===== src/rtl/crtp_pkg.sv =====
`default_nettype none
package crtp_pkg;

    localparam int WIN_DEPTH = 4;
    localparam int COORD_W = 16;
    localparam int STEP_W = 6;
    localparam int ZOOM_W = 7;
    localparam logic [ZOOM_W-1:0] ZOOM_RESET = 7'd80;
    localparam logic [23:0] RECIP_100 = 24'd10737419;
    localparam int RECIP_SH = 30;
    localparam int QUEUE_DEPTH = 2;

    typedef logic signed [COORD_W-1:0] t_coord;

    typedef struct packed {
        t_coord [WIN_DEPTH-1:0] wx;
        t_coord [WIN_DEPTH-1:0] wy;
        logic [STEP_W-1:0] steps;
    } t_job;

endpackage
`default_nettype wire


===== src/rtl/crtp_queue.sv =====
`default_nettype none
module crtp_queue (
    input  wire                 i_clk,
    input  wire                 i_rst_n,
    input  wire                 i_push,
    input  crtp_pkg::t_job      i_job,
    output logic                o_full,
    input  wire                 i_pop,
    output logic                o_avail,
    output crtp_pkg::t_job      o_job
);

    crtp_pkg::t_job r_mem [crtp_pkg::QUEUE_DEPTH];
    logic r_wp;
    logic r_rp;
    logic [1:0] r_cnt;

    assign o_full = (r_cnt == 2'(crtp_pkg::QUEUE_DEPTH));
    assign o_avail = (r_cnt != 2'd0);
    assign o_job = r_mem[r_rp];

    always_ff @(posedge i_clk) begin
        if (i_push && !o_full) begin
            r_mem[r_wp] <= i_job;
        end
    end

    always_ff @(posedge i_clk) begin
        if (!i_rst_n) begin
            r_wp <= 1'b0;
            r_rp <= 1'b0;
            r_cnt <= 2'd0;
        end else begin
            if (i_push && !o_full) begin
                r_wp <= ~r_wp;
            end
            if (i_pop && o_avail) begin
                r_rp <= ~r_rp;
            end
            r_cnt <= r_cnt + 2'((i_push && !o_full) ? 1 : 0) - 2'((i_pop && o_avail) ? 1 : 0);
        end
    end

endmodule
`default_nettype wire


===== config.mk =====
export PLATFORM = sky130hd
export DESIGN_NAME = crtp_queue
export DESIGN_NICKNAME = d
export VERILOG_FILES = /design/src/rtl/crtp_pkg.sv /design/src/rtl/crtp_queue.sv
export SDC_FILE = /design/constraint.sdc
export NUM_CORES = 1
export LEC_CHECK = 0
export BUFFER_PORTS_ARGS = -buffer_cell sky130_fd_sc_hd__buf_2
export CAP_MARGIN = 10
export CORE_MARGIN = 2
export CORE_UTILIZATION = 48
export DETAILED_ROUTE_END_ITERATION = 16
export PLACE_DENSITY_LB_ADDON = 0.05
export SLEW_MARGIN = 20
export SYNTH_ARGS = -nofsm -noshare
export SYNTH_HDL_FRONTEND = slang
export SYNTH_SLANG_ARGS = --single-unit

===== constraint.sdc =====
create_clock -name i_clk -period 10.9 [get_ports i_clk]
set_clock_uncertainty 0.05 [all_clocks]
set_input_delay 1.09 -clock i_clk [delete_from_list [all_inputs] [get_ports i_clk]]
set_output_delay 1.09 -clock i_clk [all_outputs]
set_load 0.005 [all_outputs]

==> reports/metrics.cfg, run 1 <==
[sta]
slew_viol_final = 0
fin_tns_setup_ns = 0
finalHoldViolCount = 0
grt_setup_unrepaired = false
post-route-period-util = 0.340
max_freq_mhz = 270
slew_headroom = 0.320
setup-violations-final = 0
period_minus_slack_ns = 3.70
setup_slack_ns = 7.20
holdWs_ns = 0.469
worst_pin_slew_ns = 1.02

[logic_synthesis]
synth_common_cells = 268 x edfxtp_1, 74 x mux2_2, 60 x mux2_4
synth_top_area_cell = edfxtp_1
syn_nets = 583
ys_seq_elements = 273
syn_avg_cell_area_um2 = 22.9
yosys.cell_types.count = 18
synth_top_area_frac = 0.794
ys.flop_type = edfxtp_1
synth_area_um2 = 10100
yosysMostFrequentCell = edfxtp_1
synth_edf_count = 268
synth_area_leaders = edfxtp_1 79%, mux2_4 8.9%, mux2_2 8.2%, dfxtp_1 0.99%, buf_6 0.89%
seq_area_frac_synth = 0.803
synthCells = 443
yosys_warnings = 0
async_flop_share = 0

[routing]
wl_per_cell_um = 18.0
drc = 0
ant_nets = 0
vias_per_cell = 4.83
dr_total_vias = 4981
first_pass_iters = 4
drt_iter0_drc = 240
wl_um = 18500

[cells_and_area]
final_layout_size_suffix_gt1_frac = 0.603
multi_input_area_um2 = 1870
num-fill-cells = 1577
stdcell_area_um2 = 12700
final-seq-area_um2 = 8150
area_growth_pct = 25.2
fin_nets = 876

[floorplanning]
io_pins = 274
die_area_um2 = 22300
core_region_area_um2 = 20900
die_y_um = 149
initial_core_util = 0.485
dieWidth_um = 149
rows = 53

[flow_run]
maxCapViolCount = 0

[placed_design]
pre_cts_slack_ns = 7.09
gp_congestion = 0.732
placed_area_um2 = 11800
dpl.hpwl_um = 12200
io_buffers = 273

[critical_path]
endpoint_kind = output pin
crit_path_cell_trace = buf_4, mux2_2, buf_2
slowest_delay_ns = 0.81
cp.required_ns = 9.76
crit_type = flop to output pin
path_max_fanout = 60
crit_path_start_kind = flop
slowest_stage = buf_4
cp.arrival_ns = 2.56

[clock_network]
cts_htree_levels = 1
ctsHoldBuffers = 0
post_cts_resized = 0
cts_sinks = 273
clock_path_buffers = 3
cts_tree = yes
numCtsBuffers = 28
clk_pin_slew_ns = 0.06
cts_setup_buffers = 0
insertion_delay_ns = 0.52
cts-root-buf = clkbuf_16

[power]
sequentialPowerShare = 0.472
p_total_mw = 2.90
netSwitchingPower_mw = 0.695
pwr-share-clk = 0.313
internal-power_mw = 2.20
p_sw_frac = 0.240
power_density_nw_per_um2 = 228
leakage_nw = 4.87
vdd_ir_drop_max_mv = 0.162
combPwrFrac = 0.215

[global_routing]
grt_util_all_layers = 0.158
overflow = 0
grt_pass1_wl_um = 27100
grt_start_max_net_pins = 76
antenna_found_initial = 5
grt_pass1_vias = 5216

[run_status]
status = finished, final reports clean

[hold_path]
holdCritPathClass = flop to flop

## cell type report
type | count | share of cell area
multi-input combinational | 152 | 0.147
antenna | 3 | 0.000591
timing repair buffer | 278 | 0.112
tap | 275 | 0.0271
clock inverter | 18 | 0.0124
clock buffer | 30 | 0.0575
sequential | 273 | 0.642
inverter | 3 | 0.000887
## metal layers
layer,vias up,GRT usage,routed length (µm)
li1,2344,-,-
met2,182,0.270,9270
met5,-,0,27
met1,2417,0.186,7110
met3,34,0.0609,1740
met4,4,0.0495,395
## cells in the final DEF, fill, tap and decap left out, types with 2 or more instances in the layout
master	instances
buf_2	273
inv_1	3
nand2_1	2
nand2b_1	2
bufinv_16	3
dfxtp_1	4
clkinv_1	8
clkinv_2	6
edfxtp_1	268
diode_2	3
buf_4	4
mux2_4	60
clkbuf_16	29
nor2_1	3
xnor2_1	2
mux2_2	74
ha_1	2
## power groups by stage
| stage | logic [mW] | registers [mW] | clock network, mW |
|---|---|---|---|
| finish | 0.622 | 1.37 | 0.909 |
| global route | 0.678 | 1.38 | 0.975 |
| CTS | 0.607 | 1.40 | 0.932 |
| detailed placement | 0.604 | 1.42 | 0 |
| global placement | 0.595 | 1.41 | 0 |
| floorplan | 0.409 | 1.39 | 0 |
## worst paths after layout
kind	from	cells past startpoint	to	slack [ns]
worst max-delay path	flop	3	o_job[67]	7.20
worst min-delay path	r_rp$_SDFFE_PN0P_	2	flop	0.47
worst max register to register	r_cnt[0]$_SDFF_PN0_	3	r_mem[1][44]$_DFFE_PP_	8.16
worst min register to register	r_rp$_SDFFE_PN0P_	2	flop	0.47
## critical path: cells and delay by family, from the launching register on
family	cells	cell delay, ns
buffers and inverters	2	0.94
DFF	1	0.58
muxes	1	0.43
## sequential cells by signal, indices dropped and copies added, names as in the netlist, named ones only
name   count
r_cnt      2
r_mem    268
r_rp       1
r_wp       1
## cells by family (layout without fill, tap and decap cells)
logic type | Yosys count | in the layout | share of synthesized area
multiplexers | 135 | 135 | 0.172
adder cells (fa/ha/maj) | 2 | 2 | 0.00247
buffers and inverters | 18 | 329 | 0.0134
XOR/XNOR | 3 | 3 | 0.00259
AO/OA/AOI/OAI | 1 | 1 | 0.000741
other | 0 | 3 | 0
AND/OR/NAND/NOR | 11 | 11 | 0.00531
flip-flops | 273 | 273 | 0.803
## per-stage QoR
| stage | instances | utilization |
|---|---|---|
| floorplan | 443 | - |
| global placement | 980 | 0.564 |
| detailed placement | 980 | 0.564 |
| CTS | 1028 | 0.606 |
| global route | 1031 | 0.608 |
| finish | 1032 | 0.608 |
(Power assumes the default switching activity.)
==> run 2: changes to the inputs <==
- clock period: 10.9 -> 3.85 ns (I/O delays scaled with it)
==> run 2 against run 1 <==
Clock power rose to 2.7 times the previous value. Register-to-register slack worse by 6.4 ns. Combinational power rose to 3.0 times the previous value. Non-clock buffer count up 131. Final area up 9.7%. Die area unchanged. Largest cell class unchanged. Core utilization up 5.9 points. Via count up 9.5%. Global-route usage up 1.2 points. Routed wire length up 6.5%. Worst hold slack worse by 0.44 ns. Critical endpoint is now o_job[26].
==> reports/metrics.cfg, run 2 (same netlist as run 1, synthesis figures left out) <==
[cells_and_area]
largestRegisters = r_mem: 268 flops, r_cnt: 2 flops
final_cell_mix = 273 x buf_2, 268 x edfxtp_1, 130 x dlygate4sd3_1
final_common_cell = buf_2
num-fill-cells = 1468
fin_nets = 1007
area_growth_pct = 37.4
stdcell_area_um2 = 13900
largest_register = r_mem
diodes = 0
post-route-util = 0.667
final_layout_size_suffix_gt1_frac = 0.507
finalNonFillerCells = 1158
largest_reg_flops = 268

[sta]
setup-violations-final = 0
grt_setup_unrepaired = false
slew_viol_final = 0
post-route-period-util = 0.726
finalHoldViolCount = 0
max_freq_mhz = 358
worst_pin_slew_ns = 0.977
setup_slack_ns = 1.06
holdWs_ns = 0.0293
period_minus_slack_ns = 2.79
slew_headroom = 0.349
fin_tns_setup_ns = 0

[clock_network]
clock_path_buffers = 3
cts-root-buf = clkbuf_16
cts_sinks = 273
clk_pin_slew_ns = 0.06
numCtsBuffers = 28
insertion_delay_ns = 0.52
cts_htree_levels = 1
cts_tree = yes

[run_status]
status = finished, final reports clean

[routing]
wl_um = 19800
drt_iter0_drc = 210
vias_per_cell = 4.71
first_pass_iters = 4
drc = 0
ant_nets = 0
wl_per_cell_um = 17.1
dr_total_vias = 5456

[placed_design]
place_inst = 982
io_buffers = 273
dpl.hpwl_um = 12400
pre_cts_slack_ns = 1.57
gp_congestion = 0.722
placed_area_um2 = 11800

[global_routing]
overflow = 0
grt_util_all_layers = 0.170
grt_start_max_net_pins = 78
antenna_found_initial = 0
grt_pass1_wl_um = 29600
grt_pass1_vias = 5791

[floorplanning]
rows = 53
initial_core_util = 0.485
core_region_area_um2 = 20900
dieWidth_um = 149
io_pins = 274
die_area_um2 = 22300
die_y_um = 149

[critical_path]
crit_type = flop to output pin
cp.required_ns = 3.41
path_max_fanout = 71
endpoint_kind = output pin
reg2reg_slack_ns = 1.77
crit_path_start_kind = flop
cp.arrival_ns = 2.36

[power]
p_total_mw = 8.17
leakage_nw = 5.38
power_density_nw_per_um2 = 586
vdd_ir_drop_max_mv = 0.373

[hold_path]
holdCritPathClass = input port to flop

[flow_run]
maxCapViolCount = 0

==> run 2: critical path: stages, from the launching register on <==
cell and delay (ns):
dfxtp_4 0.78, buf_12 0.43, mux2_2 0.41, buf_2 0.13
==> run 2: report_power, final <==
part	internal [mW]	leakage [nW]	total [mW]	switching, mW
sequential	3.74	2.55	3.90	0.158
combinational	1.03	2.44	1.85	0.825
clock	1.43	0.395	2.42	0.991
total	6.20	5.38	8.17	1.97
==> run 2: final timing paths <==
path | start | endpoint | cells after the start
max | flop | o_job[26] | 3
min | i_job[79] | r_mem[1][79]$_DFFE_PP_ | 1
max reg2reg | r_cnt[0]$_SDFF_PN0_ | r_mem[0][77]$_DFFE_PP_ | 4
min reg2reg | r_rp$_SDFFE_PN0P_ | r_rp$_SDFFE_PN0P_ | 2
==> run 2: area by class of cell <==
class | count | area [µm²] | share of cell area
Timing Repair Buffer | 409 | 2740 | 0.197
Tap cell | 275 | 344 | 0.0247
Clock buffer | 39 | 763 | 0.0548
Sequential cell | 273 | 8150 | 0.585
Clock inverter | 7 | 53.8 | 0.00386
Multi-Input combinational cell | 152 | 1870 | 0.134
Inverter | 3 | 11.3 | 0.000808
==> run 2: repair_timing <==
item,in CTS,in global routing
buffers inserted,0,0
hold endpoints to repair,259,0
resized for setup,0,0
hold buffers,130,0
==> run 2: layer usage <==
metal / part of all wire / vias up / GRT usage
li1: - / 2599 / -
met3: 0.079 / 23 / 0.0425
met1: 0.41 / 2626 / 0.217
met2: 0.50 / 208 / 0.294
met4: 0.015 / 0 / 0.0424
met5: 0 / - / 0
