File: src/rtl/crtp_pkg.sv
`default_nettype none
package crtp_pkg;

    localparam int WIN_DEPTH = 4;
    localparam int COORD_W = 16;
    localparam int STEP_W = 6;
    localparam int ZOOM_W = 7;
    localparam logic [ZOOM_W-1:0] ZOOM_RESET = 7'd80;
    localparam logic [23:0] RECIP_100 = 24'd10737419;
    localparam int RECIP_SH = 30;
    localparam int QUEUE_DEPTH = 2;

    typedef logic signed [COORD_W-1:0] t_coord;

    typedef struct packed {
        t_coord [WIN_DEPTH-1:0] wx;
        t_coord [WIN_DEPTH-1:0] wy;
        logic [STEP_W-1:0] steps;
    } t_job;

endpackage
`default_nettype wire

File: src/rtl/crtp_if.sv
`default_nettype none
interface crtp_pt_if;
    logic valid;
    logic ready;
    logic signed [15:0] raw_x;
    logic signed [15:0] raw_y;
    modport source (output valid, output raw_x, output raw_y, input ready);
    modport sink (input valid, input raw_x, input raw_y, output ready);
endinterface


interface crtp_cfg_if;
    logic valid;
    logic ready;
    logic [6:0] zoom_percent;
    modport source (output valid, output zoom_percent, input ready);
    modport sink (input valid, input zoom_percent, output ready);
endinterface
`default_nettype wire

File: src/rtl/crtp_front.sv
`default_nettype none
module crtp_front #(
    parameter int SCREEN_SIZE = 720,
    parameter int MAX_STEPS = 63
) (
    input  wire                 i_clk,
    input  wire                 i_rst_n,
    crtp_pt_if.sink             i_pt,
    crtp_cfg_if.sink            i_cfg,
    output logic                o_push,
    output crtp_pkg::t_job      o_job,
    input  wire                 i_full
);

    localparam logic [2:0] F_IDLE = 3'd0;
    localparam logic [2:0] F_MUL = 3'd1;
    localparam logic [2:0] F_DIV = 3'd2;
    localparam logic [2:0] F_SHIFT = 3'd3;
    localparam logic [2:0] F_SQ = 3'd4;
    localparam logic [2:0] F_SUM = 3'd5;
    localparam logic [2:0] F_ROOT = 3'd6;
    localparam logic [2:0] F_PUSH = 3'd7;
    localparam logic signed [16:0] CTR = 17'(SCREEN_SIZE / 2);

    logic [2:0] r_st, n_st;
    logic [crtp_pkg::ZOOM_W-1:0] r_zoom;
    logic signed [15:0] r_raw [2];
    logic signed [24:0] r_prod [2];
    logic [16:0] r_q [2];
    logic r_neg [2];
    crtp_pkg::t_coord [3:0] r_wx, r_wy;
    logic [2:0] r_fill;
    logic [33:0] r_sqx, r_sqy;
    logic [35:0] r_rem, r_root, r_bit;
    logic [crtp_pkg::STEP_W-1:0] r_steps;

    logic signed [24:0] prod_c [2];
    logic [46:0] recip_c [2];
    logic signed [15:0] z_c [2];
    logic signed [16:0] dx, dy;
    logic [35:0] trial;
    logic [16:0] half_root;

    always_comb begin
        for (int k = 0; k < 2; k++) begin
            logic signed [16:0] d;
            logic [24:0] mag;
            logic signed [18:0] zz;
            d = 17'(r_raw[k]) - CTR;
            prod_c[k] = 25'(d) * $signed({18'd0, r_zoom});
            mag = r_prod[k][24] ? 25'(-r_prod[k]) : 25'(r_prod[k]);
            recip_c[k] = mag[22:0] * crtp_pkg::RECIP_100;
            zz = r_neg[k] ? 19'(CTR) - $signed({2'b00, r_q[k]})
                          : 19'(CTR) + $signed({2'b00, r_q[k]});
            if (zz > 19'sd32767) begin
                z_c[k] = 16'sh7fff;
            end else if (zz < -19'sd32768) begin
                z_c[k] = 16'sh8000;
            end else begin
                z_c[k] = zz[15:0];
            end
        end
    end

    assign dx = 17'(r_wx[2]) - 17'(r_wx[1]);
    assign dy = 17'(r_wy[2]) - 17'(r_wy[1]);
    assign trial = r_root + r_bit;
    assign half_root = r_root[17:1];

    always_comb begin
        n_st = r_st;
        case (r_st)
            F_IDLE: begin
                if (i_pt.valid) begin
                    n_st = F_MUL;
                end
            end
            F_MUL: n_st = F_DIV;
            F_DIV: n_st = F_SHIFT;
            F_SHIFT: n_st = (r_fill == 3'd4 || r_fill == 3'd3) ? F_SQ : F_IDLE;
            F_SQ: n_st = F_SUM;
            F_SUM: n_st = F_ROOT;
            F_ROOT: begin
                if (r_bit[0]) begin
                    n_st = F_PUSH;
                end
            end
            F_PUSH: begin
                if (r_bit == 36'd1 && !i_full) begin
                    n_st = F_IDLE;
                end
            end
            default: n_st = F_IDLE;
        endcase
    end

    assign i_pt.ready = (r_st == F_IDLE);
    assign i_cfg.ready = 1'b1;
    assign o_push = (r_st == F_PUSH) && (r_bit == 36'd1);
    assign o_job.wx = r_wx;
    assign o_job.wy = r_wy;
    assign o_job.steps = r_steps;

    always_ff @(posedge i_clk) begin
        if (i_pt.valid && r_st == F_IDLE) begin
            r_raw[0] <= i_pt.raw_x;
            r_raw[1] <= i_pt.raw_y;
        end
        for (int k = 0; k < 2; k++) begin
            if (r_st == F_MUL) begin
                r_prod[k] <= prod_c[k];
            end
            if (r_st == F_DIV) begin
                r_q[k] <= recip_c[k][46:crtp_pkg::RECIP_SH];
                r_neg[k] <= r_prod[k][24];
            end
        end
        if (r_st == F_SQ) begin
            r_sqx <= 34'(dx * dx);
            r_sqy <= 34'(dy * dy);
        end
    end

    always_ff @(posedge i_clk) begin
        if (!i_rst_n) begin
            r_st <= F_IDLE;
            r_zoom <= crtp_pkg::ZOOM_RESET;
            r_wx <= '0;
            r_wy <= '0;
            r_fill <= 3'd0;
            r_rem <= '0;
            r_root <= '0;
            r_bit <= '0;
            r_steps <= '0;
        end else begin
            r_st <= n_st;
            if (i_cfg.valid) begin
                r_zoom <= i_cfg.zoom_percent;
                r_wx <= '0;
                r_wy <= '0;
                r_fill <= 3'd0;
            end else if (r_st == F_SHIFT) begin
                r_wx <= {z_c[0], r_wx[3:1]};
                r_wy <= {z_c[1], r_wy[3:1]};
                if (r_fill != 3'd4) begin
                    r_fill <= r_fill + 3'd1;
                end
            end
            if (r_st == F_SUM) begin
                r_rem <= 36'(r_sqx) + 36'(r_sqy);
                r_root <= '0;
                r_bit <= 36'd1 << 34;
            end
            if (r_st == F_ROOT) begin
                if (r_rem >= trial) begin
                    r_rem <= r_rem - trial;
                    r_root <= (r_root >> 1) + r_bit;
                end else begin
                    r_root <= r_root >> 1;
                end
                r_bit <= r_bit >> 2;
            end
            if (r_st == F_PUSH && r_bit == '0) begin
                r_bit <= 36'd1;
            end
            if (r_st == F_PUSH && r_bit == '0) begin
                if (half_root == 17'd0) begin
                    r_steps <= crtp_pkg::STEP_W'(1);
                end else if (half_root > 17'(MAX_STEPS)) begin
                    r_steps <= crtp_pkg::STEP_W'(MAX_STEPS);
                end else begin
                    r_steps <= half_root[crtp_pkg::STEP_W-1:0];
                end
            end
        end
    end

    a_fill_bound: assert property (@(posedge i_clk) disable iff (!i_rst_n)
        r_fill <= 3'd4) else $error("window fill out of range");
    a_push_full: assert property (@(posedge i_clk) disable iff (!i_rst_n)
        o_push |-> r_fill == 3'd4) else $error("segment issued before window full");
    a_steps_range: assert property (@(posedge i_clk) disable iff (!i_rst_n)
        (o_push && r_bit == 36'd1) |-> (r_steps >= crtp_pkg::STEP_W'(1)
        && r_steps <= crtp_pkg::STEP_W'(MAX_STEPS))) else $error("step count out of range");

endmodule
`default_nettype wire

File: src/flat_wrapper.sv
// flat-port wrapper written by rule: the top's interface ports become plain ports
module crtp_front_flat 
#(
    parameter int SCREEN_SIZE = 720,
    parameter int MAX_STEPS = 63
)
  (i_clk, i_rst_n, o_push, o_job, i_full, i_pt_valid, i_pt_raw_x, i_pt_raw_y, i_pt_ready, i_cfg_valid, i_cfg_zoom_percent, i_cfg_ready);
  crtp_pt_if i_pt_i ();
  crtp_cfg_if i_cfg_i ();
  input  wire i_clk;
  input  wire i_rst_n;
  output logic o_push;
  output crtp_pkg::t_job o_job;
  input  wire i_full;
  input wire logic [$bits(i_pt_i.valid)-1:0] i_pt_valid;
  input wire logic [$bits(i_pt_i.raw_x)-1:0] i_pt_raw_x;
  input wire logic [$bits(i_pt_i.raw_y)-1:0] i_pt_raw_y;
  output wire logic [$bits(i_pt_i.ready)-1:0] i_pt_ready;
  input wire logic [$bits(i_cfg_i.valid)-1:0] i_cfg_valid;
  input wire logic [$bits(i_cfg_i.zoom_percent)-1:0] i_cfg_zoom_percent;
  output wire logic [$bits(i_cfg_i.ready)-1:0] i_cfg_ready;
  assign i_pt_i.valid = i_pt_valid;
  assign i_pt_i.raw_x = i_pt_raw_x;
  assign i_pt_i.raw_y = i_pt_raw_y;
  assign i_pt_ready = i_pt_i.ready;
  assign i_cfg_i.valid = i_cfg_valid;
  assign i_cfg_i.zoom_percent = i_cfg_zoom_percent;
  assign i_cfg_ready = i_cfg_i.ready;
  crtp_front #(.SCREEN_SIZE(SCREEN_SIZE), .MAX_STEPS(MAX_STEPS)) u_core (.i_clk(i_clk), .i_rst_n(i_rst_n), .i_pt(i_pt_i), .i_cfg(i_cfg_i), .o_push(o_push), .o_job(o_job), .i_full(i_full));
endmodule
File: config.mk
export PLATFORM = sky130hd
export DESIGN_NAME = crtp_front_flat
export DESIGN_NICKNAME = d
export VERILOG_FILES = /design/src/rtl/crtp_pkg.sv /design/src/rtl/crtp_if.sv /design/src/rtl/crtp_front.sv /design/src/flat_wrapper.sv
export SDC_FILE = /design/constraint.sdc
export NUM_CORES = 2
export LEC_CHECK = 0
export ABC_AREA = 1
export BUFFER_PORTS_ARGS = -buffer_cell sky130_fd_sc_hd__buf_2
export CAP_MARGIN = 10
export CORE_ASPECT_RATIO = 1.75
export CORE_MARGIN = 4
export CORE_UTILIZATION = 45
export DETAILED_ROUTE_END_ITERATION = 6
export GPL_ROUTABILITY_DRIVEN = 0
export PLACE_DENSITY = 0.72
export SYNTH_ARGS = -nofsm -noshare
export SYNTH_HDL_FRONTEND = slang
export SYNTH_SLANG_ARGS = --single-unit
File: constraint.sdc
create_clock -name i_clk -period 21.3 [get_ports i_clk]
set_clock_uncertainty 0.1 [all_clocks]
set_input_delay 4.26 -clock i_clk [delete_from_list [all_inputs] [get_ports i_clk]]
set_output_delay 4.26 -clock i_clk [all_outputs]
set_load 0.05 [all_outputs]
==> reports/qor.csv <==
metric;value;unit
sequential area share after synthesis;13.4;%
slowest stage delay, CP;0.69;ns
worst r2r src;u_core.r_prod[0][25];
Max FO, Critical Path;12;
die area;176000;µm²
DR vias/cell;5.44;
Max Cap Viol;0;
Routed WL per cell;19.6;µm
worst hold-check path type;flip-flop to flip-flop;
Synth Cell Area;76300;µm²
1st-iter DRT viols;5290;
Worst Setup EP;u_core.r_q[0][23];
DP Cell Count;12000;
highest clock rate;113;MHz
global-route usage over all layers;26.5;%
reg2reg end;u_core.r_q[0][23];
initial antenna violation count;6;
Clk pin slew, worst setup/hold paths;0.06;ns
H-tree depth;2;
unique cell type count in the Yosys netlist;64;
core area;168000;µm²
Cell Rows;199;
crit path launch type;flip-flop;
chip height;553;µm
CTS max path bufs;3;
RSZ-0062 raised after global routing;no;
Die W;319;µm
CTS sink cnt;419;
share of cells above drive strength 1;4.20;%
Syn. warnings;0;
Area Growth Syn to Fin;6.48;%
Vias;65800;
most numerous cell in the Yosys netlist;inv_1;
global route overflow;0;
setup_tns;0;ns
nets;11900;
worst r2r path cells;30;
setup slack, reg-to-reg;12.43;ns
largest net degree at the start of global routing;75;
Antenna Nets Post-Route;0;
CTS buffer count;47;
DPL Wire Length;200000;µm
Primary FF master, synth;dfxtp_1;
area leader, netlist;fa_1;
vias in the first global route;69800;
first-pass detailed-route iteration total;7;
slowest CP cell;edfxtp_1;
Synth Net Count;11800;
Synth area leaders;fa_1 29%, ha_1 15%, inv_1 11%;
I/O Pins;181;
pre-CTS setup slack;12.54;ns
Yosys top cell area share;29.4;%
Post-Layout Cell Count;12100;
cts hold-fix bufs;0;
first-pass GRT wire length;368000;µm
Yosys reg bits;419;
Slew Limit Fails;0;
syn_area_per_cell;7.83;µm²
root buffer cell;clkbuf_16;
Tcrit/Tclk final;41.6;%
setup violators final;0;
EDFF count, synth;182;
max_slew headroom;19.6;%
Post-synth ARST share;0;%
Setup Fix Bufs, Post-CTS;0;
TritonCTS clock tree;built;
crit end category;flip-flop;
data required time of the critical path;21.58;ns
number of gates resized after cts;0;
IO buf count;179;
Worst path most repeated cell;inv_1;
Initial Utilization;45.3;%
Cells after Synth;9742;
final hold violation count;0;
later-pin clock latency in the skew report;0.65;ns
status;finished with violations;
Total Wirelength;237000;µm
failing checks;design-rule violations;
Worst-Margin Slew;1.21;ns
Crit Path Class;flip-flop to flip-flop;
Critical Path Start;u_core.r_prod[0][25];
Final min period;8.87;ns
worst path arrival time;9.15;ns
drc violations;7;
Final WS setup;12.43;ns
Commonest cells post-synth;2312 x inv_1, 1701 x nand2_1, 1119 x fa_1;
placed cells by master (no fill, tap or decap), types with 23 or more instances in the layout:
master | netlist | final
o21bai_1 | 51 | 51
nand3_1 | 371 | 371
dfxtp_1 | 237 | 237
a21o_1 | 38 | 38
fa_1 | 1119 | 1119
xor2_1 | 221 | 221
nor4_1 | 23 | 23
or2_2 | 38 | 38
nor2_1 | 934 | 930
a21oi_1 | 537 | 537
inv_1 | 2312 | 2312
edfxtp_1 | 182 | 182
nand2_1 | 1701 | 1701
a31oi_1 | 31 | 31
buf_4 | 9 | 45
o21ai_0 | 403 | 403
nor3_1 | 89 | 87
clkbuf_16 | 0 | 49
nand4_1 | 80 | 80
buf_2 | 29 | 179
ha_1 | 898 | 898
xnor2_1 | 81 | 81
nand3b_1 | 32 | 32
worst max-delay path, delay by kind of cell (launching register included):
kind                     cells  cell delay [ns]
adder cells (fa/ha/maj)      9             3.75
AND/OR/NAND/NOR              9             1.51
AO/OA/AOI/OAI                4             1.19
buffers and inverters        7             0.74
flip-flops                   1             0.69
XOR/XNOR                     1             0.63
flip-flops by register name, indices dropped and copies added (netlist names):
name and cells:
u_core.o_job 128, u_core.r_prod 48, u_core.r_rem 36, u_core.r_root 36, u_core.r_q 34, u_core.r_sqx 33
u_core.r_sqy 33, u_core.r_raw 32, u_core.r_bit 18, u_core.r_zoom 7, u_core.r_steps 6, u_core.r_fill 3
u_core.r_st 3, u_core.r_neg 2
cell type report:
| class | instances | area [µm²] |
|---|---|---|
| diodes | 2 | 5.00 |
| clock buffers | 59 | 1310 |
| clock inverters | 28 | 308 |
| fillers | 16300 | 87100 |
| inverters | 2339 | 8780 |
| multi-input cells | 6820 | 56600 |
| flip-flops and latches | 419 | 10200 |
| well taps | 2211 | 2770 |
| repair buffers | 224 | 1230 |
layer usage:
layer	track usage (%)	wire [µm]	vias to the layer above
li1	-	-	30300
met1	26.1	77000	31500
met2	48.6	121000	2957
met3	4.20	15400	1087
met4	21.3	23700	0
met5	0	0	-
cell families (layout without fill, tap and decap cells):
| kind of cell | count (synthesis) | count (layout) | share of synthesized area [%] |
|---|---|---|---|
| adders and majority gates | 2017 | 2017 | 44.1 |
| AOI/OAI and AO/OA | 1181 | 1181 | 8.49 |
| buffers and inverters | 2503 | 2650 | 12.5 |
| other | 1 | 3 | 0.00492 |
| and+or+nand+nor | 3314 | 3314 | 18.0 |
| DFF | 419 | 419 | 13.4 |
| muxes | 2 | 2 | 0.0263 |
| xor gates and xnor gates | 305 | 305 | 3.53 |
worst min-delay path by stage:
stage / startpoint / endpoint / depth (start not counted)
after global routing: u_core.r_steps[3] / u_core.r_steps[3] / 2
after detailed placement: u_core.r_steps[3] / u_core.r_steps[3] / 2
after CTS: u_core.r_steps[3] / u_core.r_steps[3] / 2
after floorplan: u_core.r_prod[0][49] / u_core.r_neg[0][1] / 0
after global placement: u_core.r_steps[4] / u_core.r_steps[4] / 2
final: u_core.r_steps[3] / u_core.r_steps[3] / 2
stage by stage:
step | util (%) | area (µm²) | hold WS [ns]
detailed placement | 47.3 | 79600 | 0.339
CTS | 48.2 | 81200 | 0.354
floorplan | - | 76300 | 0.321
global route | 48.2 | 81200 | 0.406
global placement | 47.3 | 79600 | 0.341
finish | 48.2 | 81200 | 0.352
Power is not shown: default switching activity piles up to over one toggle a cycle in this logic, so the estimate is an artifact.
