### src/rtl/crtp_pkg.sv
`default_nettype none
package crtp_pkg;

    localparam int WIN_DEPTH = 4;
    localparam int COORD_W = 16;
    localparam int STEP_W = 6;
    localparam int ZOOM_W = 7;
    localparam logic [ZOOM_W-1:0] ZOOM_RESET = 7'd80;
    localparam logic [23:0] RECIP_100 = 24'd10737419;
    localparam int RECIP_SH = 30;
    localparam int QUEUE_DEPTH = 2;

    typedef logic signed [COORD_W-1:0] t_coord;

    typedef struct packed {
        t_coord [WIN_DEPTH-1:0] wx;
        t_coord [WIN_DEPTH-1:0] wy;
        logic [STEP_W-1:0] steps;
    } t_job;

endpackage
`default_nettype wire

### src/rtl/crtp_if.sv
`default_nettype none


interface crtp_smp_if;
    logic valid;
    logic ready;
    logic signed [16:0] point_x;
    logic signed [16:0] point_y;
    logic [18:0] pixel_index;
    logic in_bounds;
    logic last;
    modport source (output valid, output point_x, output point_y, output pixel_index,
                    output in_bounds, output last, input ready);
    modport sink (input valid, input point_x, input point_y, input pixel_index,
                  input in_bounds, input last, output ready);
endinterface

`default_nettype wire

### src/rtl/crtp_back.sv
`default_nettype none
module crtp_back #(
    parameter int SCREEN_SIZE = 720
) (
    input  wire                 i_clk,
    input  wire                 i_rst_n,
    input  wire                 i_avail,
    input  crtp_pkg::t_job      i_job,
    output logic                o_pop,
    crtp_smp_if.source          o_smp
);

    localparam int SW = $clog2(SCREEN_SIZE + 1);
    localparam int IW = SW + 24;
    localparam logic signed [SW:0] SCR = (SW + 1)'(SCREEN_SIZE);
    localparam logic signed [IW-1:0] SS2 = IW'(SCREEN_SIZE * SCREEN_SIZE);

    localparam logic [2:0] B_IDLE = 3'd0;
    localparam logic [2:0] B_DIV = 3'd1;
    localparam logic [2:0] B_MUL0 = 3'd2;
    localparam logic [2:0] B_MUL1 = 3'd3;
    localparam logic [2:0] B_ADD = 3'd4;
    localparam logic [2:0] B_IDX = 3'd5;
    localparam logic [2:0] B_OUT = 3'd6;

    logic [2:0] r_st;
    crtp_pkg::t_job r_job;
    logic [4:0] r_dcnt;
    logic [6:0] r_drem;
    logic [16:0] r_dq;
    logic [16:0] r_t;
    logic [5:0] r_frac;
    logic [crtp_pkg::STEP_W-1:0] r_i;
    logic r_ax;
    logic [1:0] r_k;
    logic signed [37:0] r_acc, r_plo, r_phi;
    logic signed [21:0] r_sx, r_sy;
    logic signed [IW-1:0] r_idx;
    logic r_ov;

    logic [6:0] drem_sh;
    logic signed [19:0] ma;
    logic signed [37:0] m_prod;
    logic signed [56:0] full;
    logic signed [56:0] sh;
    logic signed [37:0] acc_new;
    logic signed [21:0] samp;
    logic load;
    logic [6:0] frac_sum;

    function automatic logic signed [21:0] coef(input crtp_pkg::t_job j, input logic ax,
                                                input logic [1:0] k);
        logic signed [21:0] p0, p1, p2, p3;
        begin
            p0 = 22'(ax ? j.wy[0] : j.wx[0]);
            p1 = 22'(ax ? j.wy[1] : j.wx[1]);
            p2 = 22'(ax ? j.wy[2] : j.wx[2]);
            p3 = 22'(ax ? j.wy[3] : j.wx[3]);
            case (k)
                2'd0: coef = (p0 <<< 1) - 22'sd5 * p1 + (p2 <<< 2) - p3;
                2'd1: coef = p2 - p0;
                2'd2: coef = p1 <<< 1;
                default: coef = -p0 + 22'sd3 * p1 - 22'sd3 * p2 + p3;
            endcase
        end
    endfunction

    assign drem_sh = {r_drem[5:0], (r_dcnt == 5'd16)};
    assign ma = (r_st == B_MUL0) ? $signed({1'b0, r_acc[18:0]})
                                 : $signed({r_acc[37], r_acc[37:19]});
    assign m_prod = ma * $signed({1'b0, r_t});
    assign full = (57'(r_phi) <<< 19) + 57'(r_plo);
    assign sh = full >>> 16;
    assign acc_new = $signed(sh[37:0]) + $signed({coef(r_job, r_ax, r_k), 16'd0});
    always_comb begin
        logic [37:0] mag;
        mag = acc_new[37] ? 38'(-acc_new) : 38'(acc_new);
        samp = acc_new[37] ? -$signed({1'b0, mag[37:17]}) : $signed({1'b0, mag[37:17]});
    end
    assign load = (r_st == B_OUT) && (!r_ov || o_smp.ready);
    assign frac_sum = 7'(r_frac) + r_drem;
    assign o_pop = (r_st == B_IDLE) && i_avail;

    assign o_smp.valid = r_ov;

    always_ff @(posedge i_clk) begin
        if (o_pop) begin
            r_job <= i_job;
        end
        if (r_st == B_MUL0) begin
            r_plo <= m_prod;
        end
        if (r_st == B_MUL1) begin
            r_phi <= m_prod;
        end
        if (r_st == B_IDX) begin
            r_idx <= IW'(r_sy) * IW'(SCR) + IW'(r_sx);
        end
        if (load) begin
            o_smp.point_x <= r_sx[16:0];
            o_smp.point_y <= r_sy[16:0];
            o_smp.in_bounds <= !r_idx[IW-1] && (r_idx < SS2);
            o_smp.pixel_index <= (!r_idx[IW-1] && (r_idx < SS2)) ? r_idx[18:0] : 19'd0;
            o_smp.last <= (r_i == r_job.steps);
        end
    end

    always_ff @(posedge i_clk) begin
        if (!i_rst_n) begin
            r_st <= B_IDLE;
            r_ov <= 1'b0;
            r_dcnt <= '0;
            r_drem <= '0;
            r_dq <= '0;
            r_t <= '0;
            r_frac <= '0;
            r_i <= '0;
            r_ax <= 1'b0;
            r_k <= 2'd0;
            r_acc <= '0;
            r_sx <= '0;
            r_sy <= '0;
        end else begin
            if (load) begin
                r_ov <= 1'b1;
            end else if (o_smp.ready) begin
                r_ov <= 1'b0;
            end
            case (r_st)
                B_IDLE: begin
                    if (i_avail) begin
                        r_st <= B_DIV;
                        r_dcnt <= 5'd16;
                        r_drem <= '0;
                        r_dq <= '0;
                    end
                end
                B_DIV: begin
                    if (drem_sh >= 7'(r_job.steps)) begin
                        r_drem <= drem_sh - 7'(r_job.steps);
                        r_dq <= {r_dq[15:0], 1'b1};
                    end else begin
                        r_drem <= drem_sh;
                        r_dq <= {r_dq[15:0], 1'b0};
                    end
                    r_dcnt <= r_dcnt - 5'd1;
                    if (r_dcnt == 5'd0) begin
                        r_st <= B_MUL0;
                        r_t <= '0;
                        r_frac <= '0;
                        r_i <= '0;
                        r_ax <= 1'b0;
                        r_k <= 2'd0;
                        r_acc <= {coef(r_job, 1'b0, 2'd3), 16'd0};
                    end
                end
                B_MUL0: r_st <= B_MUL1;
                B_MUL1: r_st <= B_ADD;
                B_ADD: begin
                    r_acc <= acc_new;
                    r_st <= B_MUL0;
                    if (r_k == 2'd2) begin
                        r_k <= 2'd0;
                        if (!r_ax) begin
                            r_sx <= samp;
                            r_ax <= 1'b1;
                            r_acc <= {coef(r_job, 1'b1, 2'd3), 16'd0};
                        end else begin
                            r_sy <= samp;
                            r_st <= B_IDX;
                        end
                    end else begin
                        r_k <= r_k + 2'd1;
                    end
                end
                B_IDX: r_st <= B_OUT;
                B_OUT: begin
                    if (load) begin
                        if (r_i == r_job.steps) begin
                            r_st <= B_IDLE;
                        end else begin
                            r_st <= B_MUL0;
                            r_i <= r_i + 1'b1;
                            r_ax <= 1'b0;
                            r_k <= 2'd0;
                            r_acc <= {coef(r_job, 1'b0, 2'd3), 16'd0};
                            if (frac_sum >= 7'(r_job.steps)) begin
                                r_frac <= 6'(frac_sum - 7'(r_job.steps));
                                r_t <= r_t + r_dq + 17'd1;
                            end else begin
                                r_frac <= frac_sum[5:0];
                                r_t <= r_t + r_dq;
                            end
                        end
                    end
                end
                default: r_st <= B_IDLE;
            endcase
        end
    end

    a_t_end: assert property (@(posedge i_clk) disable iff (!i_rst_n)
        (r_st == B_OUT && r_i == r_job.steps) |-> r_t == 17'h10000)
        else $error("final sample parameter is not one");
    a_i_bound: assert property (@(posedge i_clk) disable iff (!i_rst_n)
        (r_st != B_IDLE && r_st != B_DIV) |-> (r_i <= r_job.steps && 6'(r_frac) < r_job.steps))
        else $error("sample counter past segment");
    a_no_overwrite: assert property (@(posedge i_clk) disable iff (!i_rst_n)
        (r_ov && !o_smp.ready) |=> r_ov) else $error("pending sample dropped");

endmodule
`default_nettype wire

### src/flat_wrapper.sv
// flat-port wrapper written by rule: the top's interface ports become plain ports
module crtp_back_flat 
#(
    parameter int SCREEN_SIZE = 720
)
  (i_clk, i_rst_n, i_avail, i_job, o_pop, o_smp_valid, o_smp_point_x, o_smp_point_y, o_smp_pixel_index, o_smp_in_bounds, o_smp_last, o_smp_ready);
  crtp_smp_if o_smp_i ();
  input  wire i_clk;
  input  wire i_rst_n;
  input  wire i_avail;
  input  crtp_pkg::t_job i_job;
  output logic o_pop;
  output wire logic [$bits(o_smp_i.valid)-1:0] o_smp_valid;
  output wire logic [$bits(o_smp_i.point_x)-1:0] o_smp_point_x;
  output wire logic [$bits(o_smp_i.point_y)-1:0] o_smp_point_y;
  output wire logic [$bits(o_smp_i.pixel_index)-1:0] o_smp_pixel_index;
  output wire logic [$bits(o_smp_i.in_bounds)-1:0] o_smp_in_bounds;
  output wire logic [$bits(o_smp_i.last)-1:0] o_smp_last;
  input wire logic [$bits(o_smp_i.ready)-1:0] o_smp_ready;
  assign o_smp_valid = o_smp_i.valid;
  assign o_smp_point_x = o_smp_i.point_x;
  assign o_smp_point_y = o_smp_i.point_y;
  assign o_smp_pixel_index = o_smp_i.pixel_index;
  assign o_smp_in_bounds = o_smp_i.in_bounds;
  assign o_smp_last = o_smp_i.last;
  assign o_smp_i.ready = o_smp_ready;
  crtp_back #(.SCREEN_SIZE(SCREEN_SIZE)) u_core (.i_clk(i_clk), .i_rst_n(i_rst_n), .i_avail(i_avail), .i_job(i_job), .o_pop(o_pop), .o_smp(o_smp_i));
endmodule
### config.mk
export PLATFORM = sky130hd
export DESIGN_NAME = crtp_back_flat
export DESIGN_NICKNAME = d
export VERILOG_FILES = /design/src/rtl/crtp_pkg.sv /design/src/rtl/crtp_if.sv /design/src/rtl/crtp_back.sv /design/src/flat_wrapper.sv
export SDC_FILE = /design/constraint.sdc
export NUM_CORES = 2
export LEC_CHECK = 0
export ABC_AREA = 1
export BUFFER_PORTS_ARGS = -buffer_cell sky130_fd_sc_hd__buf_2
export CAP_MARGIN = 20
export CORE_MARGIN = 2
export CORE_UTILIZATION = 59
export DETAILED_ROUTE_END_ITERATION = 8
export GPL_ROUTABILITY_DRIVEN = 0
export GPL_TIMING_DRIVEN = 0
export PLACE_DENSITY_LB_ADDON = 0.15
export SYNTH_ARGS = -nofsm -noshare
export SYNTH_HDL_FRONTEND = slang
export SYNTH_SLANG_ARGS = --single-unit
### constraint.sdc
create_clock -name i_clk -period 7.9 [get_ports i_clk]
set_input_delay 1.58 -clock i_clk [delete_from_list [all_inputs] [get_ports i_clk]]
set_output_delay 1.58 -clock i_clk [all_outputs]
set_load 0.03 [all_outputs]
==> flow_summary.ini <==
[status]
outcome = complete, but fails checks
violations = setup timing

[cts]
cts_root_buf = clkbuf_16
insertion_delay_ns = 0.63
cts.sinks = 427
htree_num_levels = 2
cts_inserted_buffers = 46
cts_buffer_depth = 3
cts_tree = built
path_clk_slew_ns = 0.06

[synth]
synth_top_family_by_area = adder cells
yosysSeqAreaShare_pct = 21.91
ys_ff_latch = 427
synth_adder_area_share_pct = 36.56
synth_common_cells = inv_1 (1,304), nand2_1 (1,095), fa_1 (585), ha_1 (578), nor2_1 (473)
syn_area_um2 = 51820
synth_top_area_share_pct = 22.60
synth_xor_xnor_area_share_pct = 4.254
ys_top_cells_by_area = fa_1 (23%), edfxtp_1 (16%), ha_1 (14%)
yosys.area_share.simple_pct = 16.11
yosysTopAreaCell = fa_1
syn-mean-instance-area_um2 = 8.282
synthArstFlopShare_pct = 0
ys_types = 64
synth_cells = 6257
synth-compound-area-share_pct = 10.38
synth_warnings = 0
ys.flop_type = edfxtp_1
synth-edff-count = 280
synth.most_common_cell = inv_1
syn-num-nets = 7558
synth.area.mux_share_pct = 0.2342

[critical_path]
crit_path_start_kind = register
cp_slowest_cell = fa_1
crit_type = register to register
worstPathRequired_ns = 8.41
critical_path_peak_fanout = 8
critPathMaxStageDelay_ns = 0.52
arrival_ns = 9.03
cp-end-kind = register

[global_routing]
grt_pass1_vias = 43254
grt.total_usage_pct = 33.13
grt_max_degree = 102
grt_pass1_wl_um = 233100
antenna_found_initial = 2
overflow = 0

[timing]
setup_viol = 43
drv_slew = 0
final.setup.tns_ns = -21.04
finalHoldViolCount = 0
skew_ns = 0.05182
rsz0062_at_grt = yes
tightest_slew_ns = 0.9914
relSlewSlack_pct = 33.21
max_freq_mhz = 117.4
period_share_pct = 107.8
fin_ws_ns = -0.6180
period_minus_slack_ns = 8.518

[job]
cap_violations = 0

[finish]
multiInputGateArea_um2 = 35970
syn_to_final_growth_pct = 11.53
diodes = 0
drive_gt1_share_pct = 10.94
n_fill_cell = 7228
nets = 7893
regArea_um2 = 11350

[die]
ios = 195
dieHeight_um = 300.4
dieArea_um2 = 90210
start_util_pct = 59.64
coreArea_um2 = 86890
rows = 108
die_w_um = 300.4

[drt]
detail_route.iter0.violations = 4092
ant_nets = 0
vias_per_cell = 5.606
route.detailed.drc = 0
firstDrtPassIters = 9
wl_per_cell_um = 19.08
vias = 43633
wirelength_um = 148500

[placed_design]
place_ws_ns = -2.757
dpl.hpwl_um = 120500
port_buffers = 193

[min_path]
hp-class = register to register
## worst paths after layout
| check | from | to | slack [ns] | depth (start not counted) |
|---|---|---|---|---|
| hold reg to reg | u_core.r_sx[5] | u_core.o_smp.point_x[5] | 0.47 | 0 |
| hold / removal | u_core.r_sx[5] | u_core.o_smp.point_x[5] | 0.47 | 0 |
| setup reg to reg | u_core.r_ax | u_core.r_sx[15] | -0.62 | 48 |
| setup / recovery | u_core.r_ax | u_core.r_sx[15] | -0.62 | 48 |
## cell type report
class / count / share of cell area (%)
flip-flops and latches: 427 / 19.65
plain buffers: 114 / 1.126
multi-input cells: 4381 / 62.23
repair buffers: 293 / 3.122
inverters: 1329 / 8.699
well taps: 1155 / 2.501
clock buffers: 54 / 2.081
clock inverters: 30 / 0.5911
## kinds of logic (layout without fill, tap and decap cells)
group,Yosys count,count (layout)
compound gates,967,967
xor+xnor,250,250
fa+ha+maj,1163,1163
buf+inv,1449,1820
flops,427,427
mux,12,12
simple gates,1989,1989
## routing by layer
layer  routed length [µm]  GRT usage (%)
met1                60720          43.83
met5                   21              0
met2                68540          54.55
met4                 6730          13.17
met3                12460          5.376
## critical path, delay by kind of cell, from the launching register on
| family | cells | cell delay [ns] |
|---|---|---|
| DFF | 1 | 0.43 |
| buffers and inverters | 10 | 1.16 |
| and+or+nand+nor | 17 | 1.91 |
| AOI/OAI and AO/OA | 14 | 2.01 |
| xor gates and xnor gates | 1 | 0.20 |
| adders and majority gates | 6 | 2.70 |
## sequential cells by signal (all words and copies together) (netlist names), 17 cells and up
signal / flops
u_core.r_plo: 22
u_core.r_idx: 34
u_core.r_t: 17
u_core.r_job: 134
u_core.o_smp.pixel_index: 19
u_core.r_acc: 38
u_core.r_phi: 35
u_core.r_dq: 17
u_core.o_smp.point_x: 17
u_core.r_sx: 22
u_core.r_sy: 22
u_core.o_smp.point_y: 17
## layout by cell type (no fill, tap or decap), types with 62 or more instances in the layout
cell	instances
buf_4	84
fa_1	584
a21oi_1	449
edfxtp_1	280
nand2_1	1050
xor2_1	154
buf_2	199
nor2_1	455
inv_1	1284
ha_1	568
o21ai_0	226
nand3_1	153
clkbuf_1	85
or2_2	62
xnor2_1	90
dfxtp_1	146
## stage by stage
| stage | hold WS, ns | util, % | cell area (µm²) | std cells |
|---|---|---|---|---|
| global route | 0.4834 | 66.51 | 57790 | 7783 |
| detailed placement | 0.4524 | 62.60 | 54390 | 7614 |
| global placement | 0.4370 | 62.43 | 54240 | 7605 |
| CTS | 0.4663 | 65.78 | 57150 | 7751 |
| floorplan | 0.4203 | - | 51830 | 6257 |
| finish | 0.4665 | 66.51 | 57790 | 7783 |
## repair_timing
| action | 4_1_cts | 5_1_grt |
|---|---|---|
| endpoints found under the setup margin | 100 | 65 |
| pin swaps | 83 | 77 |
| gates cloned | 0 | 1 |
| setup buffers | 56 | 33 |
| hold buffers | 0 | 0 |
| gates resized for setup | 225 | 123 |
Power is left out: the tool's default activity adds up to more than one toggle a clock period on the data nets, which glitch-free logic cannot reach.
